### config.mk
export PLATFORM = sky130hd
export DESIGN_NAME = joystick_to_serial_mouse_packets_unit_flat
export DESIGN_NICKNAME = d
export VERILOG_FILES = /design/src/jtsm_pkg.sv /design/src/jtsm_chan_if.sv /design/src/jtsm_encode.sv /design/src/joystick_to_serial_mouse_packets_unit.sv /design/src/flat_wrapper.sv
export SDC_FILE = /design/constraint.sdc
export NUM_CORES = 1
export LEC_CHECK = 0
export BUFFER_PORTS_ARGS = -buffer_cell sky130_fd_sc_hd__buf_2
export CORE_MARGIN = 4
export CORE_UTILIZATION = 65
export DETAILED_ROUTE_END_ITERATION = 8
export MAX_ROUTING_LAYER = met4
export PLACE_DENSITY = 0.93
export SLEW_MARGIN = 20
export SYNTH_ARGS = -nofsm -noshare
export SYNTH_HDL_FRONTEND = slang
export SYNTH_HIERARCHICAL = 1
export SYNTH_SLANG_ARGS = --single-unit
### constraint.sdc
create_clock -name clk_i -period 16.02 [get_ports clk_i]
set_input_delay 1.602 -clock clk_i [delete_from_list [all_inputs] [get_ports clk_i]]
set_output_delay 1.602 -clock clk_i [all_outputs]
set_load 0.05 [all_outputs]
### src/jtsm_pkg.sv
`timescale 1ns / 1ps
// ----------------------------------------------------------------------------
// jtsm_pkg
// Types and constants shared by the joystick to serial mouse packet encoder.
// ----------------------------------------------------------------------------
package jtsm_pkg;

  localparam int unsigned ByteW   = 8;
  localparam int unsigned MarginW = 7;
  localparam int unsigned PktLen  = 3;
  localparam int unsigned CntW    = 2;

  localparam logic [MarginW-1:0] MarginRst = 7'd15;
  localparam logic [ByteW-1:0]   KeyRst    = 8'h17;
  localparam logic [ByteW-1:0]   AxisMid   = 8'd127;
  localparam logic [ByteW-1:0]   AxisTop   = 8'd255;

  // Packet bit patterns.
  localparam logic [ByteW-1:0] SyncBit  = 8'h80;
  localparam logic [ByteW-1:0] HeadBit  = 8'b0100_0000;
  localparam logic [ByteW-1:0] LeftMsk  = 8'h01;
  localparam logic [ByteW-1:0] RightMsk = 8'h02;

  // Configuration register indexes.
  typedef enum logic [0:0] {
    CFG_CLIP_MARGIN = 1'b0,
    CFG_DECRYPT_KEY = 1'b1
  } cfg_idx_e;

  // Result of processing one report.
  typedef struct packed {
    logic             emit;
    logic [ByteW-1:0] cx;
    logic [ByteW-1:0] cy;
    logic             left;
    logic             right;
    logic [ByteW-1:0] byte0;
    logic [ByteW-1:0] byte1;
    logic [ByteW-1:0] byte2;
  } enc_res_t;

  // Calibration and button history.
  typedef struct packed {
    logic             calibrated;
    logic [ByteW-1:0] offset_x;
    logic [ByteW-1:0] offset_y;
    logic             prev_left;
    logic             prev_right;
  } enc_state_t;

endpackage

### src/jtsm_chan_if.sv
`timescale 1ns / 1ps
// ----------------------------------------------------------------------------
// jtsm_chan_if
// Valid/ready channels for joystick reports and mouse packet bytes.
// ----------------------------------------------------------------------------
interface jtsm_in_if;
  logic       valid;
  logic       ready;
  logic [7:0] raw_stick_x;
  logic [7:0] raw_stick_y;
  logic [7:0] raw_button_byte;

  modport source (output valid, raw_stick_x, raw_stick_y, raw_button_byte, input ready);
  modport sink   (input valid, raw_stick_x, raw_stick_y, raw_button_byte, output ready);
endinterface

interface jtsm_out_if;
  logic       valid;
  logic       ready;
  logic [7:0] packet_byte;
  logic       last_of_packet;

  modport source (output valid, packet_byte, last_of_packet, input ready);
  modport sink   (input valid, packet_byte, last_of_packet, output ready);
endinterface

### src/jtsm_encode.sv
`timescale 1ns / 1ps
// ----------------------------------------------------------------------------
// jtsm_encode
// Decrypts, clips and centers one report and forms its three packet bytes.
// ----------------------------------------------------------------------------
module jtsm_encode (
  input  logic [7:0]          raw_x_i,
  input  logic [7:0]          raw_y_i,
  input  logic [7:0]          raw_btn_i,
  input  logic [6:0]          margin_i,
  input  logic [7:0]          key_i,
  input  jtsm_pkg::enc_state_t state_i,
  output jtsm_pkg::enc_res_t   res_o
);
  import jtsm_pkg::*;

  logic [ByteW-1:0] dx, dy, db, hi, lo, clx, cly, difx, dify, qx, qy;
  logic [ByteW-1:0] head;
  logic             left, right;

  function automatic logic [ByteW-1:0] clip(input logic [ByteW-1:0] v,
                                            input logic [ByteW-1:0] top,
                                            input logic [ByteW-1:0] bot);
    logic [ByteW-1:0] t;
    t = (v > top) ? top : v;
    return (t < bot) ? bot : t;
  endfunction

  // Signed divide by 8 rounding toward zero: bias negatives by 7, then shift.
  function automatic logic [ByteW-1:0] div8(input logic [ByteW-1:0] v);
    logic [ByteW-1:0] b;
    b = v + (v[ByteW-1] ? 8'd7 : 8'd0);
    return ByteW'($signed(b) >>> 3);
  endfunction

  always_comb begin
    dx   = (raw_x_i ^ key_i) + key_i;
    dy   = (raw_y_i ^ key_i) + key_i;
    db   = (raw_btn_i ^ key_i) + key_i;
    lo   = {1'b0, margin_i};
    hi   = AxisTop - lo;
    clx  = clip(dx, hi, lo);
    cly  = clip(dy, hi, lo);
    res_o.cx = clx - AxisMid;
    res_o.cy = AxisMid - cly;
    difx = res_o.cx - state_i.offset_x;
    dify = res_o.cy - state_i.offset_y;
    qx   = div8(difx);
    qy   = div8(dify);
    left  = (db & LeftMsk) == '0;
    right = (db & RightMsk) == '0;
    res_o.left  = left;
    res_o.right = right;
    res_o.emit  = state_i.calibrated &&
                  ((left != state_i.prev_left) || (right != state_i.prev_right) ||
                   (qx != '0) || (qy != '0));
    head = HeadBit | SyncBit;
    head[5] = right;
    head[4] = left;
    head[3] = qy[7];
    head[2] = qy[6];
    head[1] = qx[7];
    head[0] = qx[6];
    res_o.byte0 = head;
    res_o.byte1 = SyncBit | {2'b00, qx[5:0]};
    res_o.byte2 = SyncBit | {2'b00, qy[5:0]};
  end

endmodule

### src/joystick_to_serial_mouse_packets_unit.sv
`timescale 1ns / 1ps
// ----------------------------------------------------------------------------
// joystick_to_serial_mouse_packets_unit
// Turns joystick reports into three-byte serial mouse packets.
// ----------------------------------------------------------------------------
//  Channel   Dir  Carries
//  in_chan   in   one joystick report: raw X, Y and button bytes
//  out_chan  out  one packet byte, last_of_packet on the third
//  cfg_*     in   register writes: 0 clip margin, 1 decrypt key
//
// A report waits in the input register, then is encoded in a single
// pass into the three-byte packet buffer, which sends one byte per cycle
// while out_chan.ready is high. A new report is taken while the last packet
// byte is being sent.
// Reset clears calibration, button history and both stages; no clearing pass.
// ----------------------------------------------------------------------------
module joystick_to_serial_mouse_packets_unit (
  input  logic        clk_i,
  input  logic        rst_ni,
  input  logic        cfg_we_i,
  input  logic [0:0]  cfg_idx_i,
  input  logic [7:0]  cfg_data_i,
  jtsm_in_if.sink     in_chan,
  jtsm_out_if.source  out_chan
);
  import jtsm_pkg::*;

  logic [MarginW-1:0] margin_q;
  logic [ByteW-1:0]   key_q;
  logic               s1_valid_q;
  logic [ByteW-1:0]   s1_x_q, s1_y_q, s1_b_q;
  enc_state_t         st_q, st_d;
  enc_res_t           res;
  logic [ByteW-1:0]   pkt_q [PktLen];
  logic [CntW-1:0]    cnt_q, cnt_d;
  logic               in_acc, out_acc, pkt_free, s1_adv, load;

  jtsm_encode u_encode (
    .raw_x_i  (s1_x_q),
    .raw_y_i  (s1_y_q),
    .raw_btn_i(s1_b_q),
    .margin_i (margin_q),
    .key_i    (key_q),
    .state_i  (st_q),
    .res_o    (res)
  );

  assign out_acc  = out_chan.valid && out_chan.ready;
  assign pkt_free = (cnt_q == '0) || ((cnt_q == CntW'(1)) && out_acc);
  assign s1_adv   = s1_valid_q && pkt_free;
  assign load     = s1_adv && res.emit;
  assign in_chan.ready = !s1_valid_q || s1_adv;
  assign in_acc   = in_chan.valid && in_chan.ready;

  assign out_chan.valid          = cnt_q != '0;
  assign out_chan.packet_byte    = pkt_q[0];
  assign out_chan.last_of_packet = cnt_q == CntW'(1);

  always_ff @(posedge clk_i or negedge rst_ni) begin
    if (!rst_ni) begin
      margin_q <= MarginRst;
      key_q    <= KeyRst;
    end else if (cfg_we_i) begin
      case (cfg_idx_i)
        CFG_CLIP_MARGIN: margin_q <= cfg_data_i[MarginW-1:0];
        CFG_DECRYPT_KEY: key_q    <= cfg_data_i;
        default: ;
      endcase
    end
  end

  always_ff @(posedge clk_i or negedge rst_ni) begin
    if (!rst_ni) begin
      s1_valid_q <= 1'b0;
    end else if (in_chan.ready) begin
      s1_valid_q <= in_chan.valid;
    end
  end

  always_ff @(posedge clk_i) begin
    if (in_acc) begin
      s1_x_q <= in_chan.raw_stick_x;
      s1_y_q <= in_chan.raw_stick_y;
      s1_b_q <= in_chan.raw_button_byte;
    end
  end

  // The first report only records offsets; later ones update button history
  // when they produce a packet.
  always_comb begin
    st_d = st_q;
    if (s1_adv) begin
      if (!st_q.calibrated) begin
        st_d.calibrated = 1'b1;
        st_d.offset_x   = res.cx;
        st_d.offset_y   = res.cy;
      end else if (res.emit) begin
        st_d.prev_left  = res.left;
        st_d.prev_right = res.right;
      end
    end
  end

  always_ff @(posedge clk_i or negedge rst_ni) begin
    if (!rst_ni) begin
      st_q <= '0;
    end else begin
      st_q <= st_d;
    end
  end

  always_comb begin
    cnt_d = cnt_q;
    if (load) begin
      cnt_d = CntW'(PktLen);
    end else if (out_acc) begin
      cnt_d = cnt_q - CntW'(1);
    end
  end

  always_ff @(posedge clk_i or negedge rst_ni) begin
    if (!rst_ni) begin
      cnt_q <= '0;
    end else begin
      cnt_q <= cnt_d;
    end
  end

  always_ff @(posedge clk_i) begin
    if (load) begin
      pkt_q[0] <= res.byte0;
      pkt_q[1] <= res.byte1;
      pkt_q[2] <= res.byte2;
    end else if (out_acc) begin
      pkt_q[0] <= pkt_q[1];
      pkt_q[1] <= pkt_q[2];
      pkt_q[2] <= pkt_q[2];
    end
  end

`ifndef ASSERT_OFF
  a_cnt_range: assert property (@(posedge clk_i) disable iff (!rst_ni)
    cnt_q != 2'd3 || !out_chan.last_of_packet)
    else $error("packet count and last flag disagree");

  a_calibrate: assert property (@(posedge clk_i) disable iff (!rst_ni)
    (s1_adv && !st_q.calibrated) |=> (st_q.calibrated && cnt_q == $past(cnt_d)))
    else $error("calibration report did not set calibrated");

  a_no_load_busy: assert property (@(posedge clk_i) disable iff (!rst_ni)
    load |-> (cnt_q == '0 || (cnt_q == CntW'(1) && out_acc)))
    else $error("packet loaded over unsent bytes");

  a_last_drains: assert property (@(posedge clk_i) disable iff (!rst_ni)
    (out_acc && out_chan.last_of_packet && !load) |=> !out_chan.valid)
    else $error("output still valid after last byte");
`endif

endmodule
### src/flat_wrapper.sv
// flat-port wrapper written by rule: the top's interface ports become plain ports
module joystick_to_serial_mouse_packets_unit_flat import jtsm_pkg::*;
  (clk_i, rst_ni, cfg_we_i, cfg_idx_i, cfg_data_i, in_chan_valid, in_chan_raw_stick_x, in_chan_raw_stick_y, in_chan_raw_button_byte, in_chan_ready, out_chan_valid, out_chan_packet_byte, out_chan_last_of_packet, out_chan_ready);
  jtsm_in_if in_chan_i ();
  jtsm_out_if out_chan_i ();
  input  logic clk_i;
  input  logic rst_ni;
  input  logic cfg_we_i;
  input  logic [0:0] cfg_idx_i;
  input  logic [7:0] cfg_data_i;
  input wire logic [$bits(in_chan_i.valid)-1:0] in_chan_valid;
  input wire logic [$bits(in_chan_i.raw_stick_x)-1:0] in_chan_raw_stick_x;
  input wire logic [$bits(in_chan_i.raw_stick_y)-1:0] in_chan_raw_stick_y;
  input wire logic [$bits(in_chan_i.raw_button_byte)-1:0] in_chan_raw_button_byte;
  output wire logic [$bits(in_chan_i.ready)-1:0] in_chan_ready;
  output wire logic [$bits(out_chan_i.valid)-1:0] out_chan_valid;
  output wire logic [$bits(out_chan_i.packet_byte)-1:0] out_chan_packet_byte;
  output wire logic [$bits(out_chan_i.last_of_packet)-1:0] out_chan_last_of_packet;
  input wire logic [$bits(out_chan_i.ready)-1:0] out_chan_ready;
  assign in_chan_i.valid = in_chan_valid;
  assign in_chan_i.raw_stick_x = in_chan_raw_stick_x;
  assign in_chan_i.raw_stick_y = in_chan_raw_stick_y;
  assign in_chan_i.raw_button_byte = in_chan_raw_button_byte;
  assign in_chan_ready = in_chan_i.ready;
  assign out_chan_valid = out_chan_i.valid;
  assign out_chan_packet_byte = out_chan_i.packet_byte;
  assign out_chan_last_of_packet = out_chan_i.last_of_packet;
  assign out_chan_i.ready = out_chan_ready;
  joystick_to_serial_mouse_packets_unit u_core (.clk_i(clk_i), .rst_ni(rst_ni), .cfg_we_i(cfg_we_i), .cfg_idx_i(cfg_idx_i), .cfg_data_i(cfg_data_i), .in_chan(in_chan_i), .out_chan(out_chan_i));
endmodule
=== Yosys cells after proc, flatten, opt, wreduce, memory -nomap -nowiden ===
Memory sizes are Yosys's and may differ from the RTL's.
Cells that the tools add are included.

* Add/subtract/negate cells: 11
* Multipliers: 0
* Div/mod/pow operators: 0
* Magnitude comparators: 4
* Eq/ne operators: 3
* Shifts and indexed selects: 0
* Mux-type cells: 16
* Bitwise operators: 8
* Reductions and logical operators: 23

{| class="wikitable"
|+ Operators with widths
! operator !! number
|-
| $mux W8 || 7
|-
| $add A8 B3 Y8 || 2
|-
| $add A8 B8 Y8 || 2
|-
| $gt A8 B8 Y1 || 2
|-
| $logic_not A8 Y1 || 2
|-
| $lt A8 B7 Y1 || 2
|-
| $reduce_bool A8 Y1 || 2
|-
| $sub A8 B8 Y8 || 2
|-
| $xor A8 B8 Y8 || 2
|-
| $sub A7 B8 Y8 const A || 1
|-
| $sub A8 B7 Y8 const A || 1
|-
| $sub A8 B7 Y8 const B || 1
|-
| $logic_and A1 B1 Y1 || 6
|-
| $mux W3 || 2
|-
| $reduce_and A2 Y1 || 3
|-
| $logic_or A1 B1 Y1 || 5
|-
| $mux W1 || 5
|-
| $mux W2 || 2
|-
| $reduce_bool A2 Y1 || 2
|-
| $or A1 B1 Y1 || 3
|-
| $reduce_and A3 Y1 || 1
|-
| $add A2 B2 Y2 || 1
|-
| $eq A2 B1 Y1 const B || 1
|-
| $logic_not A2 Y1 || 1
|-
| other kinds (5) || 7
|}

* Flip-flop bits (word level): 55
* Latch bits: 0
* RAM bits: 24
* ROM bits: 0
* Input port bits: 38
* Output and inout bits: 11
* Word-level logic and storage cells: 78
* Memories kept: 1

{| class="wikitable"
|+ Memory list
! name !! words !! width !! rd ports !! clocked after Yosys merged registers in !! write ports !! line !! RTL
|-
| u_core.pkt_q || 3 || 8 || 3 || 0 || 3 || joystick_to_serial_mouse_packets_unit.sv:34 || <nowiki>logic [ByteW-1:0] pkt_q [PktLen];</nowiki>
|}

=== Logic depth before layout (Yosys ltp) ===
Gate-level depths: netlist of run 1.

* Depth in word-level cells: 18
* Mapped depth: 49
* Depth with buffers taken out: 46

=== Hierarchy ===
The synthesis of run 1 kept the hierarchy.

{| class="wikitable"
|+ By module, submodules not included
! module !! instances !! cells each !! area each (µm²) !! seq. area each (µm²)
|-
| joystick_to_serial_mouse_packets_unit || 1 || 169 || 3,214.3 || 2,377.3
|-
| jtsm_encode || 1 || 420 || 3,168.0 || 0.0
|}

=== Least setup slack after synthesis of run 1 ===
Ideal clock, no wire load.

* Path kind: register -> register
* Start point: register u_core.key_q[2]
* End point: memory u_core.pkt_q[0][0], enable pin
* Library setup time: 0.415 ns
* Arrival time: 9.568 ns
* Path slack: 6.037 ns
* Stages on the path, launching flop included: 46
* Path buffers: 2
* Period minus slack after synthesis: 9.983 ns
* Path through: dfstp_2 ha_1 xnor2_1 a31oi_1 o21a_1 xnor2_1 inv_1 ha_1 a21o_1 a21oi_1 a21oi_1 nand3b_1 mux2i_4 clkbuf_1 mux2i_1 ha_1 o21ai_0 a31oi_1 [... 10 more ...] nand2_1 o21ai_0 ha_1 o21ai_0 a21oi_1 xor2_1 o211ai_1 and2_1 ha_1 nand3b_1 nor2_1 nand2_1 a2bb2oi_1 a31oi_4 a41oi_1 o31a_1 nand2_1 o21ai_0

{| class="wikitable"
|+ RTL lines
! element !! line !! RTL
|-
| from (decl) || joystick_to_serial_mouse_packets_unit.sv:29 || <nowiki>logic [ByteW-1:0] key_q;</nowiki>
|-
| from (signal assigned) || joystick_to_serial_mouse_packets_unit.sv:62 || <nowiki>key_q <= KeyRst;</nowiki>
|-
| from (signal assigned) || joystick_to_serial_mouse_packets_unit.sv:66 || <nowiki>CFG_DECRYPT_KEY: key_q <= cfg_data_i;</nowiki>
|-
| to (decl) || joystick_to_serial_mouse_packets_unit.sv:34 ||
|}

==> summary.txt, run 1 <==
Worst setup path
  – Critical Path Fanout Max: 18
  – Critical Path Most Common Cell: ha_1
  – Critical Path Max Stage Delay: 0.74 ns
  – Worst endpoint data arrival time: 11.12 ns
  – WP data required: 16.12 ns
  – Path depth of the worst reg2reg path: 43
  – RR Startpoint: u_core/key_q[2]
  – Worst R2R End: u_core/pkt_q[0][1]
  – Reg-to-reg slack, setup: 5.00 ns
  – Worst Setup SP: u_core/key_q[2]
  – Worst setup SP type: flop
  – Slowest CP cell: a31o_1
  – Crit path capture: u_core/pkt_q[0][1]
  – Crit. End Element: flop
  – Crit Path Class: flop to flop

Routing
  – Wirelength, routed: 13.17 mm
  – Final ANT Viol Nets: 0
  – Iter 0 DRT Violations: 359
  – Via count: 4539
  – Via-to-Cell Ratio: 6.142
  – Mean routed wirelength per cell: 17.83 um
  – Total iterations of the first detailed-routing run: 5
  – DRC violation count after routing: 0

STA
  – Worst Skew: 0.01565 ns
  – Setup Viol. Count Final: 0
  – Final period util: 0.6877
  – Slew Viols, Final: 0
  – Worst rel slew slack: 0.3612
  – Final Hold Viols: 0
  – Minimum clock period: 11.02 ns
  – Slew @ Worst Pin: 0.9582 ns
  – Setup TNS Final: 0 ns
  – RSZ-0062 raised after global routing: no
  – Max Clk Rate: 0.09077 GHz

Floorplanning
  – Die Ht: 105.4 um
  – FP Rows: 35
  – Die area: 11110 um^2
  – I/O pins: 49
  – Core ar.: 9240 um^2
  – Die W: 105.4 um
  – Initial core utilization: 0.6673

Min path
  – Hold Startpoint: u_core/cnt_q[1]
  – Worst hold-check path type: flop to flop

Clock network
  – CTS H-tree depth: 3
  – Clk_lat worst skew: 0.36 ns
  – Hold buffers post-CTS: 0
  – Post-cts resize count: 0
  – TritonCTS Buffers: 9
  – TritonCTS clock tree: done
  – Clock slew seen by the registers of the worst setup and hold paths: 0.09 ns
  – Post-CTS setup buffers: 0
  – Sinks on Clock Net: 78
  – Clock Tree Buf Depth: 2
  – Root Driver: clkbuf_8

Global routing
  – Vias in the first global route: 4773
  – First-pass GRT wire length: 22.00 mm
  – GRT Total Usage: 0.2519
  – Largest net degree at the start of global routing: 37
  – Congestion Overflow GR: 0
  – Initial antenna violation count: 0

Placement
  – Port Buffer Count: 41
  – Hpwl dp: 9.647 mm
  – Routability cong.: 0.8800

Run
  – Max-cap viol count: 0

Logic synthesis
  – Syn Inst Count: 581
  – Syn Area/Cell: 10.61 um^2
  – Syn Std Cell Area: 6166 um^2
  – Yosys Warn Count: 6

Finish
  – Share of layout cells above drive strength 1: 0.2295
  – Area Overhead vs Synth: 5.601%
  – # nets final: 705
  – Diode count: 0

Run status
  – Status: complete, no violations
## cell type report
cell class                      count  area (um^2)
Timing Repair Buffer               43        220.2
Clock buffer                       10        127.6
Clock inverter                      6        70.07
Sequential cell                    78         2172
Tap cell                          129        161.4
Fill cell                         615         2729
Multi-Input combinational cell    421         3565
Inverter                           52        195.2
## critical path: cells and delay by family, from the launching register on
family                     cells  cell delay, ns
AOI/OAI and AO/OA             19            4.60
adders and majority gates      6            1.81
muxes                          3            1.32
and+or+nand+nor                9            1.18
xor gates and xnor gates       3            0.77
DFF                            1            0.66
buffers and inverters          3            0.40
## sequential cells by signal, indices dropped and copies added, names as in the netlist
name / count
u_core/cnt_q: 2
u_core/key_q: 7
u_core/margin_q: 7
u_core/pkt_q: 24
u_core/s1_b_q: 2
u_core/s1_valid_q: 1
u_core/s1_x_q: 8
u_core/s1_y_q: 8
u_core/st_q: 19
## metal layers
metal | global-route usage | up-vias | share of wire
met4 | 0.1256 | 0 | 0.035
li1 | - | 2109 | -
met5 | - | - | 0
met3 | 0.04593 | 50 | 0.067
met1 | 0.2865 | 2166 | 0.40
met2 | 0.4267 | 214 | 0.50
## placed cells by master (no fill, tap or decap), drive strengths merged, types with 7 or more instances in the layout
cell type	instances
nor2b	7
nor2	21
clkbuf	10
nand3	15
ha	60
o21ai	18
dfrtp	28
dfstp	8
nand2b	8
nor3	9
xnor2	40
xor2	24
nand2	28
buf	43
mux2	62
mux2i	18
a21oi	21
inv	54
edfxtp	42
## worst min-delay path by stage
stage                           end  slack (ns)  depth (start not counted)
finish              u_core/cnt_q[1]        0.51                          1
global route        u_core/cnt_q[1]        0.52                          1
CTS                 u_core/st_q[14]        0.52                          1
detailed placement   u_core/st_q[4]        0.50                          1
global placement    u_core/cnt_q[1]        0.47                          1
floorplan           u_core/cnt_q[1]        0.46                          1
## stage by stage
stage,hold slack [ns],util,setup WS (ns),instance area (um^2),instances
2_1_floorplan,0.4600,-,6.037,6181,585
3_3_place_gp,0.4700,0.6833,5.891,6314,723
3_5_place_dp,0.4954,0.6833,5.423,6314,723
4_1_cts,0.5162,0.7047,5.337,6511,739
5_1_grt,0.5244,0.7047,4.221,6511,739
6_report,0.5110,0.7047,5.003,6511,739
Power of run 1 is left out: the tool's default activity adds up to more than one toggle a clock period on the data nets, which glitch-free logic cannot reach.
==> run 2, diff against run 1 <==
- CORE_UTILIZATION: 65 -> 56
- PLACE_DENSITY: 0.93 -> 0.86
- clock period: 16.02 -> 8.9 ns (I/O delays scaled with it)
==> run 2 against run 1 <==
  * The run now ends with setup timing left
  * Clock skew decreased by 0.0082 ns
  * First-iteration DRC count decreased by 15%
  * Core utilization increased by 0.92 points
  * Sequential share of layout area decreased by 5.2 points
  * Setup slack got worse by 5.2 ns
  * Final area increased by 18%
  * Critical path depth decreased by 3
  * Hold slack got worse by 0.0071 ns
  * Largest cell class unchanged
==> summary.txt, run 2 (synthesized netlist as in run 1, its figures left out) <==
Run
  – Max-cap viol count: 0

Clock network
  – Root Driver: clkbuf_8
  – TritonCTS Buffers: 9
  – Sinks on Clock Net: 78
  – CTS H-tree depth: 3
  – Clk_lat worst skew: 0.37 ns
  – Clock slew seen by the registers of the worst setup and hold paths: 0.09 ns
  – Clock Tree Buf Depth: 2
  – TritonCTS clock tree: done

Routing
  – Mean routed wirelength per cell: 18.97 um
  – Via-to-Cell Ratio: 5.914
  – Via count: 4885
  – Final ANT Viol Nets: 0
  – Iter 0 DRT Violations: 304
  – DRC violation count after routing: 0
  – Total iterations of the first detailed-routing run: 5
  – Wirelength, routed: 15.67 mm

Finish
  – Area Overhead vs Synth: 24.96%
  – # nets final: 781
  – Largest regs: u_core/pkt_q: 24 flops, u_core/st_q: 19 flops
  – Share of layout cells above drive strength 1: 0.4140
  – FF/Latch Area: 2172 um^2
  – Diode count: 0
  – Commonest non-fill, non-tap cells in the layout: buf_4 (73), inv_1 (50), mux2_2 (50), ha_1 (48), edfxtp_1 (42)
  – Biggest register: u_core/pkt_q
  – Area occupied by multi-input gates: 4123 um^2
  – Largest register FFs: 24
  – Fillers: 672
  – Commonest non-fill, non-tap cell in the layout: buf_4

STA
  – Worst Skew: 0.007494 ns
  – Slew Viols, Final: 0
  – Minimum clock period: 9.116 ns
  – Final worst slack: -0.2155 ns
  – Final Hold Viols: 0
  – Slew @ Worst Pin: 0.9211 ns
  – Max Clk Rate: 0.1097 GHz
  – Setup TNS Final: -3.022 ns
  – Setup Viol. Count Final: 19
  – Final period util: 1.024
  – Worst rel slew slack: 0.3860
  – RSZ-0062 raised after global routing: yes

Worst setup path
  – WP data required: 9.02 ns
  – Critical Path Fanout Max: 6
  – Crit Path Class: flop to flop
  – Crit. End Element: flop
  – Slowest CP cell: dfstp_2
  – Worst setup SP type: flop
  – Critical Path Max Stage Delay: 0.57 ns
  – Worst endpoint data arrival time: 9.24 ns

Global routing
  – Initial antenna violation count: 0
  – First-pass GRT wire length: 22.67 mm
  – Congestion Overflow GR: 0
  – GRT Total Usage: 0.2283
  – Vias in the first global route: 4957
  – Largest net degree at the start of global routing: 37

Floorplanning
  – Die W: 112.9 um
  – Die Ht: 112.9 um
  – Initial core utilization: 0.5713
  – Die area: 12750 um^2
  – FP Rows: 38
  – Core ar.: 10790 um^2
  – I/O pins: 49

Placement
  – Routability cong.: 0.9179
  – Port Buffer Count: 41
  – Hpwl dp: 9.923 mm

Run status
  – Status: complete, but fails checks
  – Failing checks: setup timing

Min path
  – Worst hold-check path type: flop to flop
[run 2: metrics by stage]
| step | hold slack, ns | utilization | setup WS (ns) | cell area [um^2] | std cells |
|---|---|---|---|---|---|
| 2_1_floorplan | 0.4600 | - | 0.01721 | 6246 | 585 |
| 3_3_place_gp | 0.4727 | 0.6177 | -0.04523 | 6666 | 769 |
| 3_5_place_dp | 0.4909 | 0.6177 | -0.3439 | 6666 | 769 |
| 4_1_cts | 0.5100 | 0.6580 | 0.003176 | 7102 | 805 |
| 5_1_grt | 0.5334 | 0.7139 | -0.5519 | 7705 | 826 |
| 6_report | 0.5039 | 0.7139 | -0.2155 | 7705 | 826 |
[run 2: metal layers]
layer / global-route usage / share of wire
met1: 0.2396 / 0.37
met2: 0.4103 / 0.53
met3: 0.04439 / 0.053
met4: 0.1082 / 0.052
met5: - / 0
[run 2: final cells by class]
type / instances / share of cell area
repair buffers: 119 / 0.1091
clock inverters: 6 / 0.009256
multi-input cells: 421 / 0.5351
inverters: 52 / 0.02533
flip-flops and latches: 78 / 0.2819
well taps: 140 / 0.02273
clock buffers: 10 / 0.01656
[run 2: worst paths after layout]
path	from	end	slack, ns	depth (start not counted)
max in group asynchronous	rst_ni	u_core/st_q[13]	7.74	1
min	u_core/cnt_q[1]	u_core/cnt_q[1]	0.50	1
min in group asynchronous	rst_ni	u_core/st_q[5]	0.63	1
min reg2reg	u_core/cnt_q[1]	u_core/cnt_q[1]	0.50	1
max reg2reg	u_core/key_q[2]	u_core/pkt_q[0][9]	-0.22	40
max	u_core/key_q[2]	u_core/pkt_q[0][9]	-0.22	40
[run 2: critical path: cells and delay by family (launching register included)]
family	cells	cell delay (ns)
adder cells (fa/ha/maj)	6	1.66
multiplexers	4	1.13
flip-flops	1	0.57
XOR/XNOR	4	0.83
AND/OR/NAND/NOR	7	1.04
buffers and inverters	5	0.92
AO/OA/AOI/OAI	14	2.71
[run 2: timing repair]
| item | 4_1_cts | 5_1_grt |
|---|---|---|
| gates cloned | 0 | 2 |
| pin swaps | 12 | 46 |
| buffers inserted | 20 | 20 |
| hold buffers | 0 | 0 |
| endpoints found under the setup margin | 44 | 44 |
| gates resized for setup | 19 | 72 |
Power of run 2 is left out for the same reason.
